--- config.mk ---
export PLATFORM = sky130hd
export DESIGN_NAME = mpc_ctrl
export DESIGN_NICKNAME = d
export VERILOG_FILES = /design/src/mpc_pkg.sv /design/src/mpc_ctrl.sv
export SDC_FILE = /design/constraint.sdc
export NUM_CORES = 1
export LEC_CHECK = 0
export ABC_AREA = 1
export BUFFER_PORTS_ARGS = -buffer_cell sky130_fd_sc_hd__buf_4
export CORE_AREA = 2 2 39 41
export DETAILED_ROUTE_END_ITERATION = 10
export DIE_AREA = 0 0 41 43
export PLACE_DENSITY = 0.66
export SLEW_MARGIN = 0
export SYNTH_ARGS = -nofsm -noshare
export SYNTH_HDL_FRONTEND = slang
export SYNTH_SLANG_ARGS = --single-unit
--- constraint.sdc ---
create_clock -name clk -period 1.2 [get_ports clk]
set_input_delay 0.12 -clock clk [delete_from_list [all_inputs] [get_ports clk]]
set_output_delay 0.12 -clock clk [all_outputs]
set_load 0.02 [all_outputs]
--- src/mpc_pkg.sv ---
package mpc_pkg;

	localparam int MAX_DIM_DEF = 4096;
	localparam int FRAC_BITS_DEF = 28;

	localparam logic [2:0] REG_WIDTH = 3'd0;
	localparam logic [2:0] REG_HEIGHT = 3'd1;
	localparam logic [2:0] REG_ASPECT = 3'd2;
	localparam logic [2:0] REG_ZOOM = 3'd3;
	localparam logic [2:0] REG_ESCAPE = 3'd4;
	localparam logic [2:0] REG_CLIMIT = 3'd5;

	typedef struct packed {
		logic [12:0] pixel_x;
		logic [12:0] pixel_y;
	} pix_in_t;

	typedef struct packed {
		logic [7:0] blue;
		logic [7:0] green;
		logic [7:0] red;
		logic [6:0] iteration_count;
		logic in_set;
	} pix_out_t;

	typedef enum logic [3:0] {
		ST_IDLE,
		ST_DIVX,
		ST_DIVY,
		ST_CRE1,
		ST_CRE2,
		ST_CIM,
		ST_ITER,
		ST_PDIV,
		ST_PAL,
		ST_OUT
	} state_t;

	typedef struct packed {
		logic load;
		logic div_start;
		logic div_sel_y;
		logic cre1;
		logic cre2;
		logic cim;
		logic iter_init;
		logic iter_step;
		logic pal_start;
		logic pal_fin;
	} cmd_t;

	typedef struct packed {
		logic div_done;
		logic iter_done;
		logic pal_done;
	} sts_t;

	function automatic logic signed [31:0] sat32(input logic signed [65:0] v);
		if (v > 66'sd2147483647) return 32'sh7fffffff;
		if (v < -66'sd2147483648) return 32'sh80000000;
		return v[31:0];
	endfunction

endpackage

--- src/mpc_ctrl.sv ---
module mpc_ctrl (
	input  logic clk,
	input  logic arst_n,
	input  logic in_valid,
	output logic in_ready,
	output logic out_valid,
	input  logic out_ready,
	output mpc_pkg::cmd_t cmd,
	input  mpc_pkg::sts_t sts
);

	mpc_pkg::state_t state_q, state_d;

	always_ff @(posedge clk or negedge arst_n) begin
		if (!arst_n) state_q <= mpc_pkg::ST_IDLE;
		else state_q <= state_d;
	end

	always_comb begin
		state_d = state_q;
		cmd = '0;
		in_ready = 1'b0;
		out_valid = 1'b0;
		unique case (state_q)
			mpc_pkg::ST_IDLE: begin
				in_ready = 1'b1;
				if (in_valid) begin
					cmd.load = 1'b1;
					cmd.div_start = 1'b1;
					state_d = mpc_pkg::ST_DIVX;
				end
			end
			mpc_pkg::ST_DIVX: begin
				if (sts.div_done) begin
					cmd.div_start = 1'b1;
					cmd.div_sel_y = 1'b1;
					state_d = mpc_pkg::ST_DIVY;
				end
			end
			mpc_pkg::ST_DIVY: begin
				cmd.div_sel_y = 1'b1;
				if (sts.div_done) state_d = mpc_pkg::ST_CRE1;
			end
			mpc_pkg::ST_CRE1: begin
				cmd.cre1 = 1'b1;
				state_d = mpc_pkg::ST_CRE2;
			end
			mpc_pkg::ST_CRE2: begin
				cmd.cre2 = 1'b1;
				state_d = mpc_pkg::ST_CIM;
			end
			mpc_pkg::ST_CIM: begin
				cmd.cim = 1'b1;
				cmd.iter_init = 1'b1;
				state_d = mpc_pkg::ST_ITER;
			end
			mpc_pkg::ST_ITER: begin
				if (sts.iter_done) begin
					cmd.pal_start = 1'b1;
					state_d = mpc_pkg::ST_PDIV;
				end else cmd.iter_step = 1'b1;
			end
			mpc_pkg::ST_PDIV: begin
				if (sts.pal_done) state_d = mpc_pkg::ST_PAL;
			end
			mpc_pkg::ST_PAL: begin
				cmd.pal_fin = 1'b1;
				state_d = mpc_pkg::ST_OUT;
			end
			mpc_pkg::ST_OUT: begin
				out_valid = 1'b1;
				if (out_ready) state_d = mpc_pkg::ST_IDLE;
			end
			default: state_d = mpc_pkg::ST_IDLE;
		endcase
	end

	a_excl: assert property (@(posedge clk) disable iff (!arst_n)
		!(in_ready && out_valid)) else $error("ready while result pending");
	a_retire: assert property (@(posedge clk) disable iff (!arst_n)
		(out_valid && out_ready) |=> (state_q == mpc_pkg::ST_IDLE)) else $error("result not retired");
	a_start: assert property (@(posedge clk) disable iff (!arst_n)
		(in_valid && in_ready) |=> (state_q == mpc_pkg::ST_DIVX)) else $error("no start");
	a_pal: assert property (@(posedge clk) disable iff (!arst_n)
		cmd.pal_fin |=> out_valid) else $error("no result after palette");
	a_hold: assert property (@(posedge clk) disable iff (!arst_n)
		(out_valid && !out_ready) |=> out_valid) else $error("result dropped");

endmodule

# [Word level (Yosys, flattened, before mapping)]
# Index checks and enable logic that the tools add are counted.
[totals] register_bits=4 inputBits=7 elab_cells=39
[op_classes] eq_ne=15 muxes=21 reduce_logical=2
[ops] cell="4-bit one-hot mux with 10 select lines" count=1
[ops] cell="4-bit 2-to-1 mux" count=6
[ops] cell="4-bit by 3-bit equality test with 1-bit output (second input constant)" count=4
[ops] cell="2-bit != test (second input constant)" count=6
[ops] cell="4-bit by 2-bit equality test with 1-bit output (second input constant)" count=2
[ops] cell="4-bit equality test (second input constant)" count=2
[ops] cell="1-bit 2-to-1 mux" count=8
[ops] cell="2-bit 2-to-1 mux" count=4
[ops] cell="6-bit AND reduction" count=1
[ops] cell="4-bit by 1-bit equality test with 1-bit output (second input constant)" count=1
[ops] cell="4-bit zero test" count=1
[ops] cell="1-bit one-hot mux with 2 select lines" count=2

# [Logic depth before layout (Yosys ltp)]
[depth] word_depth=3 depth_mapped=9 mapped_depth_nobuf=9

# [Least setup slack after synthesis]
# OpenSTA, ideal clock, no wires.
[synth_path] path_type="reg-to-output" from="register state_q[0]" to="output cmd[8] in the netlist's numbering" arrival_time_ns=1.423 t_required_ns=1.080 path_slack_ns=-0.343 path_stages_with_launch=6 path_cell_list="dfrtp_1 nor2_1 inv_1 nor2_1 inv_1 o21ai_1"
[synth_rtl] item="from (decl)" line_no="mpc_ctrl.sv:12" rtl="mpc_pkg::state_t state_q, state_d;"
[synth_rtl] item="from (signal assigned)" line_no="mpc_ctrl.sv:15" rtl="if (!arst_n) state_q <= mpc_pkg::ST_IDLE;"
[synth_rtl] item="from (signal assigned)" line_no="mpc_ctrl.sv:16" rtl="else state_q <= state_d;"
[synth_rtl] item="to (decl)" line_no="mpc_ctrl.sv:8" rtl="output mpc_pkg::cmd_t cmd,"

==> impl_metrics.ini <==
[worst_setup_path]
cp_slowest_stage_delay_ps = 430
critical_path.cell_chain = buf_4, buf_4, nor2_4, nand2_4, inv_2, buf_6
worst_path_most_repeated_cell = buf_4
cp.required_ps = 1080
critical_path_peak_fanout = 3
worst-endpoint-arrival_ps = 1370
cp_num_buf_inv = 4
critical_path_launch_point_type = flip-flop
timing.critical_path.to_type = primary output
worst_path_max_delay_cell = dfrtp_2
timing.critical_path.max_delay_family = buffers and inverters
timing.setup.critical_path_class = flip-flop to primary output

[grt]
global_route.usage.met3_pct = 3.14
grt.overflow.total = 0
grt_pass1_wl_um = 2320
grt_max_usage_layer = met2
grt_antenna_before_repair = 0
global_route.usage.met1_pct = 24.5
grt_start_max_net_pins = 7
grt_usage_pct = 19.4
globalRouteMet2Util_pct = 31.9
grt_pass1_vias = 556

[power]
power.share.clock_pct = 6.9
pwr_density_cell_mw_per_mm2 = 2770
fin_total_pwr_uw = 2450
combinationalPowerShare_pct = 80.2
irDropWorstVdd_uv = 1270
power.share.sequential_pct = 13.0
net-switching-power_uw = 1190
power.internal_uw = 1270
power.static_leakage_uw = 0.000504
switching_share_pct = 48.4

[logic_synthesis]
synth_area_um2 = 402
netlist_instances = 68
postSynthAreaPerCell_um2 = 5.91
synth_nets = 75
synth_seq_area_share_pct = 24.9
ys_seq_elements = 4
synth_warnings = 0
synthDistinctLibCells = 17

[timing]
setup-tns-final_ps = -3290
timing_limited_maximum_frequency_ghz = 0.672
timing.final.setup_violations = 16
final.period_utilization_pct = 124
finalMaxSlewViolations = 0
hold_violation_total_from_the_final_report = 0
max_slew.worst_pin.slew_ps = 364
slew_headroom_pct = 75.5
clock-skew-final_ps = 0.0951
finalWorstPathRequiredPeriod_ps = 1490
rsz0062_at_grt = true
fin_ws_ps = -288

[clock_tree]
number_of_buffers_on_the_longest_clock_path = 2
clk-insertion-delay-late_ps = 240
cts-buffers-inserted = 3
worst_setup_hold_path_clk_slew_ps = 40
clkSinkCount = 4
cts_root_buffer = clkbuf_4
ctsHtreeMaxLevel = 1
cts_tree = built

[floorplan]
initial_utilization_pct = 29.0
die_area_mm2 = 0.00176
die_w_um = 41
chipHeight_um = 43
core_area_mm2 = 0.00138
floorplan.rows = 14
floorplan.io_pins = 19

[finish]
antenna-diode-count = 0
areaGrowthSynthToFinish_pct = 121
final_design_area_no_fill_um2 = 886
largest_register_ff_count = 4
registers.top_by_ff_count = state_q
final_layout_size_suffix_gt1_share_pct = 73.4
largest_registers_ranked_by_flip_flop_count = state_q (4)
final_net_count = 118

[min_path]
min-delay-path-class = primary input to flip-flop

[detailed_routing]
drt-pass1-iter-count = 4
drt-vias-per-instance = 4.74
vias = 593
drcViolationCount = 0
drt.antenna.violating_nets = 0
route.detailed.wl_per_inst_um = 12.3
route.final.wire_length_um = 1530
detailedRoute.firstIterationViolations = 10

[job]
maxCapViolCount = 0

[placed_design]
port-buffer-count = 18
globalplace.congestion = 0.917
placed_area_um2 = 636
post_place_setup_slack_ps = -90.7
place_hpwl_um = 924

[outcome]
violations = negative setup slack
status = finished, violations left
## logic make-up (layout without fill, tap and decap cells)
family,Yosys count,in the layout,share of synthesized area (%)
AOI/OAI and AO/OA,7,7,9.97
buffers and inverters,18,59,17.8
DFF,4,4,24.9
and+or+nand+nor,39,39,47.4
## final timing paths
check	startpoint	end	slack (ps)	cells past startpoint
max	state_q[2]	cmd[0]	-290	6
min	out_ready	state_q[3]	180	3
max reg2reg	state_q[2]	state_q[1]	-190	8
min reg2reg	state_q[1]	state_q[1]	590	2
max in group asynchronous	arst_n	state_q[1]	870	2
min in group asynchronous	arst_n	state_q[0]	220	2
## routing by layer
layer	share of wire, %	up-vias
met3	5.2	3
met4	1.1	0
li1	-	287
met5	0	-
met1	39	277
met2	55	26
## final cells by class
class,instances,area [um^2]
flip-flops and latches,4,105
inverters,17,66.3
well taps,16,20.0
fillers,122,498
repair buffers,39,344
clock buffers,3,22.5
multi-input cells,46,328
## worst min-delay path, cell delays in order
cell and delay (ps):
buf_4 80, nand3b_4 120, nand2_1 50
## stage by stage
step	hold WS, ps	std cells	utilization (%)
floorplan	-176	68	-
global placement	-82.3	109	45.9
detailed placement	-82.2	109	45.9
CTS	177	123	60.4
global route	188	125	64.0
finish	176	125	64.0
## cells in the final DEF, fill, tap and decap left out
cell type,Yosys,final
inv_2,2,7
nand2_4,0,1
buf_6,0,13
o22ai_1,1,1
a21oi_1,1,1
nor2_1,8,1
nand2_1,13,8
a21oi_2,1,1
nor2_2,2,3
nand3b_4,0,1
nand2_2,5,9
inv_4,0,1
buf_4,1,25
nand3_2,0,2
nor2_4,1,7
dfrtp_2,0,4
nor3_2,0,2
clkbuf_4,0,3
o21ai_1,1,1
inv_1,15,9
o21ai_2,0,1
nand3_1,7,5
o21ai_0,3,2
dlygate4sd3_1,0,1
## cells in the mapped netlist
cell | instances | area, um^2
inv_1 | 15 | 56.3
nand2_1 | 13 | 48.8
nor2_1 | 8 | 30.0
nand3_1 | 7 | 35.0
nand2_2 | 5 | 31.3
dfrtp_1 | 4 | 100
o21ai_0 | 3 | 15.0
inv_2 | 2 | 7.51
nor2_2 | 2 | 12.5
nor3_1 | 2 | 10.0
a21oi_1 | 1 | 5.00
a21oi_2 | 1 | 8.76
buf_4 | 1 | 7.51
nand3b_2 | 1 | 11.3
nor2_4 | 1 | 11.3
o21ai_1 | 1 | 5.00
o22ai_1 | 1 | 6.26
## power by group through the flow
stage          logic (uW)  clock network (uW)  registers [uW]
5_1_grt              2110                 175             327
4_1_cts              1790                 166             293
2_1_floorplan         829                   0             282
6_report             1970                 168             318
3_5_place_dp         1320                   0             299
3_3_place_gp         1300                   0             300
## what timing repair did
action,CTS,global route
hold buffers,1,0
pin swaps,6,3
setup buffers,10,2
resized for setup,30,10
endpoints found under the hold margin,4,0
endpoints found under the setup margin,16,16
Power figures use the tool's default switching activity.
